===== src/tli_pkg.sv =====
// ----------------------------------------------------------------------------
// tli_pkg - shared types and constants of the table interpolator
// Table geometry, register indexes, and the command and status groups
// that pass between the controller and the datapath.
// ----------------------------------------------------------------------------
`default_nettype none

package tli_pkg;

    localparam int MAX_POINTS = 256;
    localparam int ADDR_W     = $clog2(MAX_POINTS);
    localparam int CNT_W      = ADDR_W + 1;
    localparam int DATA_W     = 32;
    localparam int CFG_W      = 9;
    localparam int CFG_IDX_W  = 2;
    localparam int XW_W       = DATA_W + 2;       // query x after wrap
    localparam int HALF_W     = XW_W / 2;         // partial product split
    localparam int PROD_W     = XW_W + DATA_W;    // |dx| * |dy|
    localparam int SUM_W      = DATA_W + 3;

    localparam logic [CFG_IDX_W-1:0] REG_POINT_COUNT = 2'd0;
    localparam logic [CFG_IDX_W-1:0] REG_INTERP_MODE = 2'd1;
    localparam logic [CFG_IDX_W-1:0] REG_PERIODIC    = 2'd2;

    localparam logic OP_LOAD   = 1'b0;
    localparam logic OP_QUERY  = 1'b1;
    localparam logic MODE_HOLD = 1'b1;

    typedef enum logic [2:0] {
        ADDR_ZERO,
        ADDR_LAST,
        ADDR_MID,
        ADDR_IDX,
        ADDR_SEG,
        ADDR_SEG1
    } t_addr_sel;

    typedef enum logic [2:0] {
        RES_ZERO,
        RES_Y0,
        RES_YA,
        RES_AVG,
        RES_SEG
    } t_res_sel;

    typedef struct packed {
        logic      load_q;
        logic      wr;
        logic      rd;
        t_addr_sel addr_sel;
        logic      cap_ends;
        logic      cap_last;
        logic      wrap_start;
        logic      wrap_apply;
        logic      srch_init;
        logic      srch_step;
        logic      cap_a;
        logic      cap_b;
        logic      cap_c;
        logic      prep;
        logic      mul1;
        logic      mul2;
        logic      div_start;
        logic      fin;
        t_res_sel  res_sel;
    } t_cmd;

    typedef struct packed {
        logic n_zero;
        logic n_one;
        logic periodic;
        logic hold;
        logic span_zero;
        logic srch_open;
        logic hit;
        logic same_x;
        logic div_done;
    } t_status;

endpackage

`default_nettype wire


===== src/tli_ctrl.sv =====
// ----------------------------------------------------------------------------
// tli_ctrl - interpolator sequencer
// Walks one query through end reads, wrap, binary search, segment reads,
// multiply and divide; loads finish in the accept cycle.
// ----------------------------------------------------------------------------
`default_nettype none

module tli_ctrl (
    input  wire logic              i_clk,
    input  wire logic              i_rst_n,
    input  wire logic              i_start,
    input  wire logic              i_op,
    input  wire tli_pkg::t_status  i_status,
    output tli_pkg::t_cmd          o_cmd,
    output logic                   o_busy
);

    typedef enum logic [15:0] {
        S_IDLE  = 16'h0001,
        S_RD0   = 16'h0002,
        S_SPAN  = 16'h0004,
        S_CHK   = 16'h0008,
        S_WRAP  = 16'h0010,
        S_PROBE = 16'h0020,
        S_CMP   = 16'h0040,
        S_GETA  = 16'h0080,
        S_DECA  = 16'h0100,
        S_RDC   = 16'h0200,
        S_RDD   = 16'h0400,
        S_SEGC  = 16'h0800,
        S_MUL1  = 16'h1000,
        S_MUL2  = 16'h2000,
        S_DIVS  = 16'h4000,
        S_DIV   = 16'h8000
    } t_state;

    t_state        r_state, n_state;
    tli_pkg::t_cmd n_cmd;

    always_comb begin
        n_state = r_state;
        n_cmd   = '0;
        case (r_state)
            S_IDLE: begin
                if (i_start) begin
                    if (i_op == tli_pkg::OP_LOAD) begin
                        n_cmd.wr = 1'b1;
                    end else begin
                        n_cmd.load_q = 1'b1;
                        if (i_status.n_zero) begin
                            n_cmd.fin     = 1'b1;
                            n_cmd.res_sel = tli_pkg::RES_ZERO;
                        end else begin
                            n_cmd.rd       = 1'b1;
                            n_cmd.addr_sel = tli_pkg::ADDR_ZERO;
                            n_state        = S_RD0;
                        end
                    end
                end
            end
            S_RD0: begin
                n_cmd.cap_ends = 1'b1;
                if (i_status.n_one) begin
                    n_cmd.fin     = 1'b1;
                    n_cmd.res_sel = tli_pkg::RES_Y0;
                    n_state       = S_IDLE;
                end else begin
                    n_cmd.rd       = 1'b1;
                    n_cmd.addr_sel = tli_pkg::ADDR_LAST;
                    n_state        = S_SPAN;
                end
            end
            S_SPAN: begin
                n_cmd.cap_last = 1'b1;
                n_state        = S_CHK;
            end
            S_CHK: begin
                if (i_status.periodic && !i_status.span_zero) begin
                    n_cmd.wrap_start = 1'b1;
                    n_state          = S_WRAP;
                end else begin
                    n_cmd.srch_init = 1'b1;
                    n_state         = S_PROBE;
                end
            end
            S_WRAP: begin
                if (i_status.div_done) begin
                    n_cmd.wrap_apply = 1'b1;
                    n_cmd.srch_init  = 1'b1;
                    n_state          = S_PROBE;
                end
            end
            S_PROBE: begin
                n_cmd.rd = 1'b1;
                if (i_status.srch_open) begin
                    n_cmd.addr_sel = tli_pkg::ADDR_MID;
                    n_state        = S_CMP;
                end else begin
                    n_cmd.addr_sel = tli_pkg::ADDR_IDX;
                    n_state        = S_GETA;
                end
            end
            S_CMP: begin
                n_cmd.srch_step = 1'b1;
                n_state         = S_PROBE;
            end
            S_GETA: begin
                n_cmd.cap_a = 1'b1;
                n_state     = S_DECA;
            end
            S_DECA: begin
                if (i_status.hold || i_status.hit) begin
                    n_cmd.fin     = 1'b1;
                    n_cmd.res_sel = tli_pkg::RES_YA;
                    n_state       = S_IDLE;
                end else begin
                    n_cmd.rd       = 1'b1;
                    n_cmd.addr_sel = tli_pkg::ADDR_SEG;
                    n_state        = S_RDC;
                end
            end
            S_RDC: begin
                n_cmd.cap_b    = 1'b1;
                n_cmd.rd       = 1'b1;
                n_cmd.addr_sel = tli_pkg::ADDR_SEG1;
                n_state        = S_RDD;
            end
            S_RDD: begin
                n_cmd.cap_c = 1'b1;
                n_state     = S_SEGC;
            end
            S_SEGC: begin
                if (i_status.same_x) begin
                    n_cmd.fin     = 1'b1;
                    n_cmd.res_sel = tli_pkg::RES_AVG;
                    n_state       = S_IDLE;
                end else begin
                    n_cmd.prep = 1'b1;
                    n_state    = S_MUL1;
                end
            end
            S_MUL1: begin
                n_cmd.mul1 = 1'b1;
                n_state    = S_MUL2;
            end
            S_MUL2: begin
                n_cmd.mul2 = 1'b1;
                n_state    = S_DIVS;
            end
            S_DIVS: begin
                n_cmd.div_start = 1'b1;
                n_state         = S_DIV;
            end
            S_DIV: begin
                if (i_status.div_done) begin
                    n_cmd.fin     = 1'b1;
                    n_cmd.res_sel = tli_pkg::RES_SEG;
                    n_state       = S_IDLE;
                end
            end
            default: n_state = S_IDLE;
        endcase
    end

    always_ff @(posedge i_clk) begin
        if (!i_rst_n) begin
            r_state <= S_IDLE;
        end else begin
            r_state <= n_state;
        end
    end

    assign o_cmd  = n_cmd;
    assign o_busy = (r_state != S_IDLE);

`ifndef SYNTHESIS
    a_query_goes_busy: assert property (@(posedge i_clk) disable iff (!i_rst_n)
        (i_start && !o_busy && (i_op == tli_pkg::OP_QUERY) && !i_status.n_zero)
        |=> o_busy)
        else $error("query accepted but sequencer stayed idle");

    a_div_done_expected: assert property (@(posedge i_clk) disable iff (!i_rst_n)
        i_status.div_done |-> ((r_state == S_WRAP) || (r_state == S_DIV)))
        else $error("divider finished outside a wait state");

    a_idle_after_result: assert property (@(posedge i_clk) disable iff (!i_rst_n)
        n_cmd.fin |=> !o_busy)
        else $error("sequencer still busy after a result");

    a_no_write_busy: assert property (@(posedge i_clk) disable iff (!i_rst_n)
        n_cmd.wr |-> !o_busy && !n_cmd.rd)
        else $error("table write during a query");
`endif

endmodule

`default_nettype wire


===== config.mk =====
export PLATFORM = sky130hd
export DESIGN_NAME = tli_ctrl
export DESIGN_NICKNAME = d
export VERILOG_FILES = /design/src/tli_pkg.sv /design/src/tli_ctrl.sv
export SDC_FILE = /design/constraint.sdc
export NUM_CORES = 1
export LEC_CHECK = 0
export ABC_AREA = 1
export BUFFER_PORTS_ARGS = -buffer_cell sky130_fd_sc_hd__buf_4
export CORE_ASPECT_RATIO = 1.75
export CORE_MARGIN = 5
export CORE_UTILIZATION = 35
export CTS_CLUSTER_DIAMETER = 100
export DETAILED_ROUTE_END_ITERATION = 10
export RECOVER_POWER = 100
export SLEW_MARGIN = 20
export SYNTH_ARGS = -nofsm -noshare
export SYNTH_HDL_FRONTEND = slang
export SYNTH_SLANG_ARGS = --single-unit

===== constraint.sdc =====
create_clock -name i_clk -period 1.95 [get_ports i_clk]
set_clock_uncertainty 0.05 [all_clocks]
set_input_delay 0.0975 -clock i_clk [delete_from_list [all_inputs] [get_ports i_clk]]
set_output_delay 0.0975 -clock i_clk [all_outputs]
set_load 0.05 [all_outputs]

Word-level counts from Yosys, hierarchy flattened
Cells that the tools add are included.
Storage, ports and cells
  flip-flop bits (word level): 16
  bits in latches: 0
  RAM bits: 0
  ROM bits: 0
  bits of input ports: 13
  logic and storage cells: 73
  memories kept: 0
Cells by class
  add/sub/neg operators: 0
  multipliers: 0
  div/mod/pow operators: 0
  order comparisons: 0
  eq/ne operators: 22
  shifts and indexed selects: 0
  muxes and demuxes: 46
  bitwise operators: 0
  reduce and logical (&&, ||, !) cells: 4
Operator list (count)
  one-hot mux 16 bit (16 select lines): 1
  two-way mux 16 bit: 5
  two-way mux 4 bit: 11
  one-hot mux 4 bit (5 select lines): 2
  two-way mux 1 bit: 18
  == test 16 x 1 -> 1 bit (second input constant): 1
  == test 16 x 10 -> 1 bit (second input constant): 1
  == test 16 x 11 -> 1 bit (second input constant): 1
  == test 16 x 12 -> 1 bit (second input constant): 1
  == test 16 x 13 -> 1 bit (second input constant): 1
  == test 16 x 14 -> 1 bit (second input constant): 1
  == test 16 x 15 -> 1 bit (second input constant): 1
  == test 16 bit (second input constant): 1
  == test 16 x 2 -> 1 bit (second input constant): 1
  == test 16 x 3 -> 1 bit (second input constant): 1
  == test 16 x 4 -> 1 bit (second input constant): 1
  == test 16 x 5 -> 1 bit (second input constant): 1
  == test 16 x 6 -> 1 bit (second input constant): 1
  == test 16 x 7 -> 1 bit (second input constant): 1
  == test 16 x 8 -> 1 bit (second input constant): 1
  == test 16 x 9 -> 1 bit (second input constant): 1
  inequality test 16 x 1 -> 1 bit (second input constant): 1
  two-way mux 13 bit: 1
  two-way mux 6 bit: 2
  other kinds (10): 15

Longest topological paths before layout
Gate-level depths: netlist of run 1.
  depth after elaboration: 4
  gate-level depth with buffers: 13
  depth with buffers taken out: 13

Worst setup path after synthesis of run 1
OpenSTA, ideal clock, no wires.
  kind: reg-to-reg
  start: reg r_state[12]
  end: reg r_state[8]
  setup time: 0.065 ns
  arrival: 2.443 ns
  path slack: -0.607 ns
  cell stages (with the launch flop): 8
  cell sequence: dfxtp_1 -> nor2_2 -> nand2_1 -> inv_1 -> nand2_1 -> nor4_1 -> nand3_1 -> inv_1
On the way
  longest elaborated chain between the ends: 3
  elaborated cells on any way between the ends: 23
Ends and longest elaborated chain
  start, declared: RTL line tli_ctrl.sv:37  | t_state r_state, n_state;
  start signal, assigned: RTL line tli_ctrl.sv:169  | r_state <= n_state;
  == test 16 x 1 -> 1 bit, or another cell as far along: RTL line tli_ctrl.sv:43  | case (r_state)
  inequality test 2 bit (no line)
  AND reduction 5 bit (no line)
Several ways; a longest one is shown, not always the timed one.
A chain may end at the register's enable or synchronous reset.

==> reports/summary.txt, run 1 <==
core area -> 3328 sq um
Hold Startpoint -> i_status[3]
biggest regs -> r_state x16
initial antenna violation count -> 0
Most flops, register -> r_state
RSZ-0062 raised after global routing -> true
# setup viols final -> 0
main combinational cell family by area after synthesis -> simple AND/OR/NAND/NOR gates
max-cap viol count -> 0
routed len/inst -> 12.23 um
DRC -> 0
Seq/Total Area, Yosys -> 27.26%
Reg clk slew, reported paths -> 70 ps
GRT overflow -> 0
Via density -> 4.552
# rows -> 28
Max Root-Sink Buffers -> 2
total CTS buffers -> 3
f_max -> 520.7 MHz
post-route minimum period -> 1921 ps
count of pins over their slew limit -> 0
Syn Area/Cell -> 5.703 sq um
setup TNS -> 0 ps
Hold Path Sink -> r_state[6]
mux contribution to synthesized area -> 0%
Peak VDD IR -> 0.0006094 V
synth unique cells -> 26
GPL Wtd Cong -> 0.8175
warnings from Yosys -> 0
Slew headroom -> 69.65%
Ant. Diodes -> 0
Placement Setup Slack -> 174.6 ps
drt total wl -> 3633 um
placed cell count -> 286
outcome -> complete, no violations
ANT nets after route -> 0
Setup CP Type -> flip-flop to output port
total power per unit cell area -> 814.5 nW/um^2
vias -> 1,352
Final Cycle Share -> 98.49%
WP data required -> 1800 ps
Final Instance Area -> 1728 sq um
Net Count, Synth -> 219
Non-Filler Instances -> 297
GRT Resource Usage Total -> 16.17%
Min-Delay Path Class -> primary input to flip-flop
IO Pins -> 37
Nets -> 266
final setup margin -> 29.37 ps
worst slew pin tran -> 450.4 ps
crit path from -> r_state[2]
leak pwr -> 0.9702 nW
Clock Sinks -> 16
CP Capture Type -> output port
number of synthesized register bits -> 16
Worst R2R Path Depth -> 15
Adder-Cell Fraction of Synth Area -> 0%
Final Hold Vio Count -> 0
DP HPWL -> 2877 um
CTS tree -> yes
fraction of layout instances using a drive strength above 1 -> 32.54%
crit path DAT -> 1770 ps
reg2reg end -> r_state[0]
critical-path maximum fanout -> 4
xor/xnor cell area share of the yosys netlist -> 0%
first-pass GRT wire length -> 5533 um
port bufs -> 36
Area growth syn-to-layout -> 47.07%
worst-skew pair later-pin latency -> 250 ps
Final Total Pwr -> 1.407 mW
drt pass-1 iters -> 4
initial DRC count -> 49
number of flip-flops in the largest register -> 16
hold path depth -> 3
DP Area -> 1540 sq um
Critical Path Source Type -> flip-flop
Synth Cell Area -> 1175 sq um
Die Y -> 86.65 um
Die Width -> 53.80 um
Worst R2R Setup Slack -> 110 ps
htree depth -> 1
vias in the first global route -> 1,285
largest net degree at the start of global routing -> 11
post-synthesis cell count -> 206
die area -> 4661 sq um
initial core utilization -> 35.30%
CTS Root Cell -> clkbuf_8
Compound-Gate Fraction of Synth Area -> 4.899%
simple-gate share of the synthesized area -> 49.31%
Reg2Reg Launch Point -> r_state[2]
[through the flow]
stage / utilization (%) / hold slack, ps
6_report: 51.92 / 55.93
5_1_grt: 51.92 / 63.83
4_1_cts: 48.91 / 59.51
3_5_place_dp: 46.28 / 329.9
3_3_place_gp: 46.28 / 329.5
2_1_floorplan: - / 190.3
[critical path, cell delays in order (launching register included)]
cell and delay [ps]:
dfxtp_1 350, nor2_4 130, nand2_2 110, nor2_4 170
buf_4 150, buf_4 100, buf_4 120, nand3_1 130
inv_1 100, buf_6 160
[placed cells by master (no fill, tap or decap), types with 2 or more instances in the layout]
cell	instances
a21oi_1	2
nor2_4	6
nand2_1	42
buf_6	7
clkbuf_8	4
inv_2	5
nor2_1	33
nand3_4	2
nand3_2	4
buf_4	36
inv_1	47
dfxtp_1	15
nor3_1	5
nor2_2	4
nand3b_1	2
nand2_2	5
nand3_1	15
nand4_1	3
[area by class of cell]
type	count	area, sq um
multi-input cells	134	735.7
inverters	54	205.2
flip-flops and latches	16	321.6
fillers	354	1600
repair buffers	44	354.1
well taps	45	56.30
clock buffers	4	55.05
[synthesized netlist by cell type]
cell / number / area, sq um
o22ai_2: 1 / 12.51
nor4_1: 1 / 6.260
inv_2: 3 / 11.26
o21ai_0: 1 / 5.000
nand3_2: 1 / 10.01
nor2_4: 1 / 11.26
o21bai_1: 1 / 7.510
nand2b_4: 1 / 13.76
buf_6: 1 / 11.26
nand4_1: 3 / 18.77
nor2_2: 5 / 31.28
nand3_4: 1 / 17.52
nand2_1: 47 / 176.4
o211ai_1: 1 / 7.510
inv_1: 50 / 187.7
a21oi_1: 2 / 10.01
nor2_1: 37 / 138.9
nor3_1: 6 / 30.03
clkbuf_1: 1 / 3.750
nand3_1: 19 / 95.09
nand3b_1: 2 / 15.01
o22ai_1: 1 / 6.260
dfxtp_1: 16 / 320.3
nor3b_1: 2 / 15.01
clkinv_1: 1 / 3.750
a21oi_2: 1 / 8.760
[per-layer routing]
metal	vias to the layer above	wire length (um)	GRT usage [%]
met2	35	2029	31.02
met3	7	147	2.065
met4	0	90	6.744
met1	601	1366	16.23
met5	-	0	0
li1	709	-	-
[repair_timing]
item / 4_1_cts / 5_1_grt
resized for setup: 5 / 18
pin swaps: 1 / 5
hold buffers: 0 / 0
endpoints found under the setup margin: 4 / 10
setup buffers: 2 / 4
gates cloned: 0 / 1
[cell families after synthesis]
logic type	Yosys count
compound gates	8
buf+inv	56
flops	16
simple gates	126
[worst max path at each step]
| stage | end | slack (ps) | cells past startpoint |
|---|---|---|---|
| 2_1_floorplan | r_state[12] | -9 | 7 |
| 3_3_place_gp | o_cmd[20] | 160 | 9 |
| 3_5_place_dp | o_cmd[20] | 170 | 9 |
| 4_1_cts | o_cmd[3] | 3 | 9 |
| 5_1_grt | o_cmd[8] | -50 | 9 |
| 6_report | o_cmd[5] | 30 | 9 |
[power breakdown]
part	switching, mW	internal (mW)
Clock	0.124	0.179
Sequential	0.0131	0.344
Combinational	0.491	0.256
Total	0.628	0.779
No activity file was read; power rests on OpenSTA's default activity.
==> run 2: changes to the inputs <==
--- a/config.mk
+++ b/config.mk
@@ -6,7 +6,7 @@
 export NUM_CORES = 1
 export LEC_CHECK = 0
 export ABC_AREA = 1
-export BUFFER_PORTS_ARGS = -buffer_cell sky130_fd_sc_hd__buf_4
+export BUFFER_PORTS_ARGS = -buffer_cell sky130_fd_sc_hd__buf_2
 export CORE_ASPECT_RATIO = 1.75
 export CORE_MARGIN = 5
 export CORE_UTILIZATION = 35
==> constraint.sdc (replaced) <==
create_clock -name i_clk -period 1.9 [get_ports i_clk]
set_clock_uncertainty 0.05 [all_clocks]
set_input_delay 0.095 -clock i_clk [delete_from_list [all_inputs] [get_ports i_clk]]
set_output_delay 0.095 -clock i_clk [all_outputs]
set_load 0.05 [all_outputs]
==> run 2 against run 1 <==
Wire length is 1.9% lower. Flip-flop and latch count stayed put. Non-clock buffer count is 1 higher. Setup slack better by 36 ps. First-iteration DRC count is 59% lower. Count of clock-buffer cells in the layout stayed put. Cell count is 0.34% higher. Total power is 0.12% higher. Sequential share of layout area is 0.77 points higher. Largest power group unchanged. Register-to-register slack better by 130 ps. Worst hold slack worse by 25 ps. Critical path type unchanged. Utilization is 0.71 points lower.
==> reports/summary.txt, run 2 (same netlist as run 1, synthesis figures left out) <==
vias -> 1,355 (+0.22%)
CP Capture Type -> output port
setup TNS -> 0 ps (unchanged)
fillers -> 373 (+5.4%)
CTS tree -> yes
Peak VDD IR -> 0.0007108 V (+17%)
commonest non-fill, non-tap cell in the layout -> inv_1
Ant. Diodes -> 0 (unchanged)
Final Hold Vio Count -> 0 (unchanged)
Post-CTS Hold Fix Bufs -> 0 (unchanged)
count of pins over their slew limit -> 0 (unchanged)
Die Width -> 53.80 um (unchanged)
DP HPWL -> 2761 um (-4.0%)
Clock Sinks -> 16 (unchanged)
Die Y -> 86.65 um (unchanged)
htree depth -> 1 (unchanged)
ANT nets after route -> 0 (unchanged)
outcome -> complete, no violations
total CTS buffers -> 3 (unchanged)
IO Pins -> 37 (unchanged)
CTS Root Cell -> clkbuf_8
crit-path cells -> nor2_4, nand2_4, nor2_4, buf_6, nand3_4, o22ai_4, nor2_2, nand3b_1, buf_6
# setup viols final -> 0 (unchanged)
number of flip-flops in the largest register -> 16 (unchanged)
f_max -> 545.0 MHz
WP data required -> 1750 ps (-50 ps)
GRT Resource Usage Total -> 16.92% (+0.75 points)
final hold slack -> 31.26 ps (-24.67 ps)
core area -> 3328 sq um (unchanged)
largest net degree at the start of global routing -> 11 (unchanged)
Most flops, register -> r_state
post-route minimum period -> 1835 ps
Final Cycle Share -> 96.57%
metal2 WL -> 1947 um (-4.0%)
Max Root-Sink Buffers -> 2 (unchanged)
Reg clk slew, reported paths -> 70 ps (about the same)
worst slew pin tran -> 467.8 ps (+17.38 ps)
Critical Path Source Type -> flip-flop
Worst R2R Setup Slack -> 240 ps (+130 ps)
# rows -> 28 (unchanged)
DRT met1 WL -> 1288 um (-5.7%)
crit path DAT -> 1690 ps (-80 ps)
initial antenna violation count -> 0 (unchanged)
drt pass-1 iters -> 4 (unchanged)
initial core utilization -> 35.30% (unchanged)
most frequent cells in the layout -> inv_1 (47), nand2_1 (40), nor2_1 (29)
GRT overflow -> 0 (unchanged)
max-cap viol count -> 0 (unchanged)
slowest stage cell, crit path -> dfxtp_2
CP Buf/Inv Count -> 2 (-3)
port bufs -> 36 (unchanged)
final setup margin -> 65.11 ps (+35.74 ps)
Nets -> 267 (+0.38%)
Area growth syn-to-layout -> 45.05%
vias in the first global route -> 1,348 (+4.9%)
Critical Path Max Stage Delay -> 340 ps (about the same)
Min-Delay Path Class -> primary input to flip-flop
leak pwr -> 0.9806 nW (+1.1%)
die area -> 4661 sq um (unchanged)
biggest regs -> r_state x16
initial DRC count -> 20 (-59%)
first-pass GRT wire length -> 5754 um (+4.0%)
RSZ-0062 raised after global routing -> true
Via density -> 4.547 (-0.11%)
total power per unit cell area -> 826.9 nW/um^2 (+1.5%)
routed len/inst -> 11.96 um (-2.2%)
WL met3 -> 197 um (+34%)
worst-skew pair later-pin latency -> 260 ps (about the same)
critical-path maximum fanout -> 7 (+3)
drt total wl -> 3565 um (-1.9%)
GPL Wtd Cong -> 0.7692 (-5.9%)
fraction of layout instances using a drive strength above 1 -> 37.55% (+5.0 points)
DRC -> 0 (unchanged)
Crit path max-delay family -> simple AND/OR/NAND/NOR gates
Setup CP Type -> flip-flop to output port
highest routing layer actually used -> met4
Placement Setup Slack -> 137.1 ps (-37.48 ps)
Slew headroom -> 68.48% (-1.2 points)
## run 2: changes by cell type in the layout (fill, tap and decap cells not counted), sizes merged
cell / delta
clkbuf: +2
buf: -1
## run 2: timing repair
item	CTS	global route
buffers inserted	1	6
gates resized for setup	11	35
endpoints found under the setup margin	7	22
pin swaps	1	13
## run 2: final cells by class
type                            count  area [sq um]  area share [%]
Multi-Input combinational cell    134         774.5           45.45
Tap cell                           45         56.30           3.304
Timing Repair Buffer               45         282.8           16.59
Inverter                           54         205.2           12.04
Sequential cell                    16         330.3           19.38
Clock buffer                        4         55.05           3.231
## run 2: through the flow
step	utilization [%]	power [mW]	std cells	instance area, sq um
4_1_cts	46.88	1.326	292	1560
2_1_floorplan	-	0.8402	206	1225
3_5_place_dp	43.91	0.9662	287	1461
6_report	51.20	1.409	298	1704
3_3_place_gp	43.91	0.9695	287	1461
5_1_grt	51.20	1.498	298	1704
## run 2: worst register-to-register path, delay by kind of cell (launching register included)
| kind | cells | cell delay (ps) |
|---|---|---|
| AND/OR/NAND/NOR | 5 | 710 |
| flip-flops | 1 | 340 |
| buffers and inverters | 4 | 290 |
| AO/OA/AOI/OAI | 1 | 160 |
## run 2: path summary, 6_finish.rpt
| kind | startpoint | to | depth (start not counted) |
|---|---|---|---|
| max | r_state[12] | o_cmd[3] | 9 |
| min | i_status[3] | r_state[6] | 3 |
| max reg2reg | r_state[12] | r_state[12] | 10 |
| min reg2reg | r_state[2] | r_state[4] | 3 |
## run 2: where the power goes
part	switching, mW	total [mW]	internal [mW]
combinational	0.487	0.719	0.232
clock	0.134	0.319	0.184
sequential	0.0183	0.372	0.353
## run 2: routing by layer
| metal | global-route usage (%) | up-vias |
|---|---|---|
| li1 | - | 712 |
| met1 | 16.77 | 585 |
| met2 | 30.68 | 47 |
| met3 | 2.582 | 11 |
| met4 | 10.70 | 0 |
| met5 | 0 | - |
